## config.mk

```make
export PLATFORM = sky130hd
export DESIGN_NAME = max_priority_queue_unit
export DESIGN_NICKNAME = d
export VERILOG_FILES = /design/src/sv/mpq_pkg.sv /design/src/sv/max_priority_queue_unit.sv
export SDC_FILE = /design/constraint.sdc
export NUM_CORES = 1
export LEC_CHECK = 0
export ABC_AREA = 1
export BUFFER_PORTS_ARGS = -buffer_cell sky130_fd_sc_hd__buf_4
export CORE_UTILIZATION = 40
export CTS_BUF_LIST = sky130_fd_sc_hd__clkbuf_4 sky130_fd_sc_hd__clkbuf_8 sky130_fd_sc_hd__clkbuf_16
export DETAILED_ROUTE_END_ITERATION = 8
export PLACE_DENSITY_LB_ADDON = 0.05
export SKIP_CTS_REPAIR_TIMING = 1
export SYNTH_ARGS = -nofsm -noshare
export SYNTH_HDL_FRONTEND = slang
export SYNTH_SLANG_ARGS = --single-unit
```

## constraint.sdc

```tcl
create_clock -name clk -period 11.3 [get_ports clk]
set_input_delay 2.825 -clock clk [delete_from_list [all_inputs] [get_ports clk]]
set_output_delay 2.825 -clock clk [all_outputs]
set_load 0.01 [all_outputs]
```

## src/sv/mpq_pkg.sv

```systemverilog
// Shared types and constants for the max priority queue.
`default_nettype none
package mpq_pkg;

    localparam int DEPTH = 16;
    localparam int IDX_W = $clog2(DEPTH);
    localparam int OCC_W = $clog2(DEPTH + 1);

    localparam int DATA_W = 32;
    localparam int PRIO_W = 8;
    localparam int TDATA_W = ((DATA_W + PRIO_W + 7) / 8) * 8;

    typedef enum logic [1:0] {
        OP_INSERT = 2'd0,
        OP_PEEK   = 2'd1,
        OP_POP    = 2'd2,
        OP_DRAIN  = 2'd3
    } op_t;

    // one stored entry
    typedef struct packed {
        logic [PRIO_W-1:0]        prio;
        logic signed [DATA_W-1:0] data;
    } slot_t;

    // one result transaction
    typedef struct packed {
        slot_t slot;
        logic  found;
        logic  rejected;
        logic  last;
    } res_t;

endpackage
`default_nettype wire

```

## src/sv/max_priority_queue_unit.sv

```systemverilog
// Bounded max-priority queue, oldest first among equal priorities.
//
// Each transaction on the slave side carries one operation in s_tuser: insert,
// peek, pop or drain. Entries live in arrival order in a 16-entry one-read
// one-write memory with a registered read. Insert and any operation on an empty
// store are answered from the idle state. Peek scans the store one entry per
// cycle. Pop adds a pass that closes the gap, one entry per cycle. Drain repeats
// pop until the store is empty and emits one result per entry, best first, with
// m_tlast on the final one. The single memory read port paces both passes.
// Results go through a pending register and an output register, so the block
// takes the next transaction while one result still waits on m_tready.
`default_nettype none
module max_priority_queue_unit
    import mpq_pkg::*;
(
    input  wire                clk,
    input  wire                rst_n,
    input  wire                s_tvalid,
    output logic               s_tready,
    input  wire  [TDATA_W-1:0] s_tdata,   // [31:0] item_data, [39:32] item_priority
    input  wire  [1:0]         s_tuser,   // [1:0] kind
    output logic               m_tvalid,
    input  wire                m_tready,
    output logic [TDATA_W-1:0] m_tdata,   // [31:0] out_data, [39:32] out_priority
    output logic [1:0]         m_tuser,   // [0] found, [1] rejected
    output logic               m_tlast
);

    typedef enum logic [3:0] {
        S_IDLE  = 4'b0001,
        S_HOLD  = 4'b0010,
        S_SCAN  = 4'b0100,
        S_SHIFT = 4'b1000
    } state_t;

    state_t state_reg, state_next;

    slot_t mem [DEPTH];
    slot_t rd_q;

    logic [OCC_W-1:0] occ_reg, occ_next;
    op_t              op_reg, op_next;
    logic [IDX_W-1:0] iss_reg, iss_next;
    logic             iss_on_reg, iss_on_next;
    logic             rd_vld_reg;
    logic [IDX_W-1:0] rd_idx_reg;
    slot_t            best_reg, best_next;
    logic [IDX_W-1:0] best_idx_reg, best_idx_next;

    res_t res_reg, res_next;
    logic res_vld_reg, res_vld_next;
    res_t m_reg;
    logic m_tvalid_reg, m_tvalid_next;

    logic             rd_en;
    logic             mem_we;
    logic [IDX_W-1:0] mem_wa;
    slot_t            mem_wd;
    logic             res_wr;
    logic             out_load;
    logic             in_acc;
    logic [OCC_W-1:0] occ_m1;
    logic [IDX_W-1:0] last_idx;
    logic             take_cur;
    slot_t            cand;
    logic [IDX_W-1:0] cand_idx;
    slot_t            in_slot;
    op_t              in_op;

    assign out_load = res_vld_reg && (!m_tvalid_reg || m_tready);
    assign s_tready = (state_reg == S_IDLE) && (!res_vld_reg || out_load);
    assign in_acc   = s_tvalid && s_tready;
    assign occ_m1   = occ_reg - OCC_W'(1);
    assign last_idx = occ_m1[IDX_W-1:0];
    assign in_slot  = slot_t'(s_tdata[DATA_W+PRIO_W-1:0]);
    assign in_op    = op_t'(s_tuser);

    // scan candidate includes the entry arriving this cycle
    assign take_cur = (rd_idx_reg == '0) || (rd_q.prio > best_reg.prio);
    assign cand     = take_cur ? rd_q : best_reg;
    assign cand_idx = take_cur ? rd_idx_reg : best_idx_reg;

    always_ff @(posedge clk)
    begin
        if (mem_we)
        begin
            mem[mem_wa] <= mem_wd;
        end
        if (rd_en)
        begin
            rd_q <= mem[iss_reg];
        end
    end

    always_comb
    begin
        state_next    = state_reg;
        occ_next      = occ_reg;
        op_next       = op_reg;
        iss_next      = iss_reg;
        iss_on_next   = iss_on_reg;
        best_next     = best_reg;
        best_idx_next = best_idx_reg;
        res_next      = res_reg;
        res_wr        = 1'b0;
        mem_we        = 1'b0;
        mem_wa        = occ_reg[IDX_W-1:0];
        mem_wd        = in_slot;
        rd_en         = 1'b0;

        // read issue shared by scan and shift
        if ((state_reg == S_SCAN || state_reg == S_SHIFT) && iss_on_reg)
        begin
            rd_en = 1'b1;
            if (iss_reg == last_idx)
            begin
                iss_on_next = 1'b0;
            end
            else
            begin
                iss_next = iss_reg + IDX_W'(1);
            end
        end

        case (state_reg)
            S_IDLE:
            begin
                if (in_acc)
                begin
                    op_next = in_op;
                    res_next = '0;
                    res_next.last = 1'b1;
                    if (in_op == OP_INSERT)
                    begin
                        res_wr = 1'b1;
                        if (in_slot.prio == '0 || occ_reg == OCC_W'(DEPTH))
                        begin
                            res_next.rejected = 1'b1;
                        end
                        else
                        begin
                            mem_we   = 1'b1;
                            occ_next = occ_reg + OCC_W'(1);
                        end
                    end
                    else if (occ_reg == '0)
                    begin
                        res_wr = 1'b1;
                    end
                    else
                    begin
                        state_next = S_HOLD;
                    end
                end
            end
            S_HOLD:
            begin
                // wait for the pending slot so a scan can always finish
                if (!res_vld_reg)
                begin
                    state_next  = S_SCAN;
                    iss_next    = '0;
                    iss_on_next = 1'b1;
                end
            end
            S_SCAN:
            begin
                if (rd_vld_reg)
                begin
                    best_next     = cand;
                    best_idx_next = cand_idx;
                    if (rd_idx_reg == last_idx)
                    begin
                        res_wr            = 1'b1;
                        res_next.slot     = cand;
                        res_next.found    = 1'b1;
                        res_next.rejected = 1'b0;
                        res_next.last     = (op_reg != OP_DRAIN) || (occ_reg == OCC_W'(1));
                        if (op_reg == OP_PEEK)
                        begin
                            state_next = S_IDLE;
                        end
                        else if (cand_idx == last_idx)
                        begin
                            // best is the newest entry: nothing to move
                            occ_next = occ_m1;
                            if (op_reg == OP_DRAIN && occ_m1 != '0)
                            begin
                                state_next = S_HOLD;
                            end
                            else
                            begin
                                state_next = S_IDLE;
                            end
                        end
                        else
                        begin
                            state_next  = S_SHIFT;
                            iss_next    = cand_idx + IDX_W'(1);
                            iss_on_next = 1'b1;
                        end
                    end
                end
            end
            S_SHIFT:
            begin
                if (rd_vld_reg)
                begin
                    mem_we = 1'b1;
                    mem_wa = rd_idx_reg - IDX_W'(1);
                    mem_wd = rd_q;
                    if (rd_idx_reg == last_idx)
                    begin
                        occ_next = occ_m1;
                        if (op_reg == OP_DRAIN && occ_m1 != '0)
                        begin
                            state_next = S_HOLD;
                        end
                        else
                        begin
                            state_next = S_IDLE;
                        end
                    end
                end
            end
            default:
            begin
                state_next = S_IDLE;
            end
        endcase
    end

    always_comb
    begin
        if (res_wr)
        begin
            res_vld_next = 1'b1;
        end
        else if (out_load)
        begin
            res_vld_next = 1'b0;
        end
        else
        begin
            res_vld_next = res_vld_reg;
        end

        if (out_load)
        begin
            m_tvalid_next = 1'b1;
        end
        else if (m_tready)
        begin
            m_tvalid_next = 1'b0;
        end
        else
        begin
            m_tvalid_next = m_tvalid_reg;
        end
    end

    always_ff @(posedge clk or negedge rst_n)
    begin
        if (!rst_n)
        begin
            state_reg    <= S_IDLE;
            occ_reg      <= '0;
            iss_on_reg   <= 1'b0;
            rd_vld_reg   <= 1'b0;
            res_vld_reg  <= 1'b0;
            m_tvalid_reg <= 1'b0;
        end
        else
        begin
            state_reg    <= state_next;
            occ_reg      <= occ_next;
            iss_on_reg   <= iss_on_next;
            rd_vld_reg   <= rd_en;
            res_vld_reg  <= res_vld_next;
            m_tvalid_reg <= m_tvalid_next;
        end
    end

    always_ff @(posedge clk)
    begin
        op_reg       <= op_next;
        iss_reg      <= iss_next;
        rd_idx_reg   <= iss_reg;
        best_reg     <= best_next;
        best_idx_reg <= best_idx_next;
        if (res_wr)
        begin
            res_reg <= res_next;
        end
        if (out_load)
        begin
            m_reg <= res_reg;
        end
    end

    assign m_tvalid = m_tvalid_reg;
    assign m_tdata  = TDATA_W'({m_reg.slot.prio, m_reg.slot.data});
    assign m_tuser  = {m_reg.rejected, m_reg.found};
    assign m_tlast  = m_reg.last;

endmodule
`default_nettype wire

```

==> results.yml <==
final_layout:
  fill_cells: 7348
  fin_area_sq_mm: 0.0383
  largest_reg_flops: 640
  fin_nets: 2679
  syn_to_final_growth_pct: 15.6
  drive_gt1_share_pct: 13.9
sta:
  rsz0062_at_grt: "false"
  drv_slew: 0
  period_minus_slack_ns: 6.26
  skew_ns: 0.0167
  fin_setup_tns_ns: 0
  finalSetupViolCount: 0
  maxClockFrequency_mhz: 160
  slew_headroom_pct: 10.5
  fin_crit_sh_pct: 55.4
  tightestPinTransition_ns: 1.33
  final_hold_viol_count: 0
power:
  power_mw: 8.95
  intPower_mw: 6.05
  power_frac_comb_pct: 24.7
  pwr-share-clk_pct: 33.5
  power.density_mw_per_mm2: 234
  swShare_pct: 32.4
  p_seq_share_pct: 41.8
  power.switching_mw: 2.90
  peakVddDrop_mv: 0.142
  p_leak_nw: 13.1
global_route:
  grt_pass1_wl_mm: 133
  grt_overflow: 0
  grt_max_degree: 156
  first_global_vias: 20000
  antenna_found_initial: 4
  grt_usage_pct: 21.4
floorplanning:
  io_pins: 91
  rows: 105
  die_x_um: 290
  fp.dieH_um: 290
  initial_utilization_pct: 40.4
  core_sq_mm: 0.0820
  die-area_sq_mm: 0.0840
critical_path:
  criticalPathCategory: "in -> out"
  cp_slowest_cell: "buf_4"
  end_kind: "primary output"
  crit_path_start_kind: "input pin"
  arrival_ns: 3.43
  path_buf_inv: 3
  slowest_delay_ns: 0.14
  path_max_fanout: 2
  reg2reg_depth: 14
  cp_top_family: "buffers and inverters"
  cp.depth: 6
  path_cells: "buf_4 > inv_1 > nand2_1 > nor2_1 > nor2_1 > buf_4"
  crit_required_ns: 8.48
yosys:
  synth_top_family_by_area: "compound AO/OA/AOI/OAI gates"
  syn_nets: 2581
  synthMuxAreaShare_pct: 0
  yosys.area_share.simple_pct: 9.19
  yosysUniqueCellTypes: 47
  synth-seq-cells: 833
  synth_edf_count: 812
  yosys.area.top_type: "edfxtp_1"
  yosysMostFrequentCell: "edfxtp_1"
  synth.area.top_cells: "edfxtp_1 (74%), o21ai_0 (6.1%), nor2_1 (4.6%)"
  synthCells: 2519
  synth_common_cells: "edfxtp_1 (812), nor2_1 (407), o21ai_0 (406), nand2_1 (206), clkbuf_1 (144)"
  synthDominantCellAreaShare_pct: 73.6
  synth_xor_area_share_pct: 0.532
  synthAdderAreaFrac_pct: 0.604
  synth_compound_area_share_pct: 11.1
  syn-mean-instance-area_sq_um: 13.2
  yosys_warnings: 0
  synth_flop_cell: "edfxtp_1"
  yosysSeqAreaShare_pct: 75.0
  synthArstFlopShare_pct: 1.56
  syn_area_sq_mm: 0.0331
drt:
  vias_per_cell: 5.44
  antenna_left: 0
  drtIter0Drc: 1629
  num_vias: 20500
  remaining_drc_errors: 0
  firstDrtPassIters: 5
  wl_mm: 89.2
  avgRoutedWirePerCell_um: 23.7
placed_design:
  placed_area_sq_mm: 0.0353
  routabilityCongestion: 0.785
  dp_hpwl_mm: 51.6
  io_buffers: 90
cts:
  ctsLongestPathBuffers: 3
  cts_buffers: 90
  htree_levels: 3
  cts_sinks: 833
  cts_tree: "done"
  clk_pin_slew_ns: 0.05
  worst_skew_pair.late_latency_ns: 0.63
  cts_root_buf: "clkbuf_16"
hold_path:
  whs_path_depth: 0
  hold_path.class: "reg -> reg"
outcome:
  outcome: "finished clean"
job:
  drv_cap: 0
-- power by group through the flow --
stage,combinational (mW),sequential (mW),clock [mW]
4_1_cts,2.23,3.75,3.06
5_1_grt,2.46,3.76,3.18
3_5_place_dp,2.23,3.81,0
3_3_place_gp,2.21,3.81,0
2_1_floorplan,1.46,3.76,0
6_report,2.21,3.74,2.99
-- layout by cell type, fill, tap and decap left out, types with 19 or more instances in the layout --
| master | instances |
|---|---|
| edfxtp_1 | 812 |
| nor2_1 | 390 |
| o21ai_0 | 390 |
| nand2_1 | 206 |
| buf_4 | 162 |
| o221ai_1 | 140 |
| inv_1 | 132 |
| nand3_1 | 95 |
| clkbuf_16 | 93 |
| clkbuf_4 | 25 |
| o22ai_1 | 23 |
| o211ai_1 | 21 |
| clkinv_1 | 21 |
| nor2_4 | 19 |
| o21ai_1 | 19 |
-- layout make-up --
cell class | count | area (sq um) | area share, %
clock buffer | 120 | 2540 | 6.64
antenna | 3 | 7.51 | 0.0196
tap | 1070 | 1340 | 3.49
inverter | 149 | 579 | 1.51
clock inverter | 44 | 474 | 1.24
timing repair buffer | 163 | 1240 | 3.23
sequential | 833 | 24900 | 64.9
multi-input combinational | 1380 | 7250 | 18.9
-- per-stage QoR --
| stage | cells | setup WS [ns] | hold slack, ns | util, % |
|---|---|---|---|---|
| final | 3762 | 5.04 | 0.416 | 46.7 |
| after global routing | 3759 | 4.99 | 0.421 | 46.7 |
| after CTS | 3758 | 5.03 | 0.418 | 46.7 |
| after detailed placement | 3594 | 5.03 | 0.405 | 43.0 |
| after global placement | 3594 | 5.01 | 0.401 | 43.0 |
| after floorplan | 2519 | 5.31 | 0.329 | - |
-- routing by layer --
layer	global-route usage, %	share of wire [%]	vias to the layer above
met5	0	0	-
met1	31.9	47	10300
met4	5.38	1.8	0
li1	-	-	9464
met3	4.02	6.6	107
met2	32.1	44	580
-- cells by family after synthesis --
logic type      after synthesis
flops                       833
simple gates                740
fa+ha+maj                    16
buf+inv                     306
xor+xnor                     18
compound gates              606
-- final timing paths --
check | start | endpoint | slack (ns)
worst max-delay path | m_tready | s_tready | 5.04
min in group asynchronous | rst_n | rd_vld_reg$_DFF_PN0_ | 2.04
worst max register to register | state_reg[1]$_DFFE_PN0P_ | mem[15][25]$_DFFE_PP_ | 7.19
worst min-delay path | res_reg[35]$_SDFFCE_PN0P_ | m_tdata[32]$_DFFE_PP_ | 0.42
max in group asynchronous | rst_n | state_reg[0]$_DFFE_PN1P_ | 9.01
worst min register to register | res_reg[35]$_SDFFCE_PN0P_ | m_tdata[32]$_DFFE_PP_ | 0.42
No activity file was read; power rests on OpenSTA's default activity.
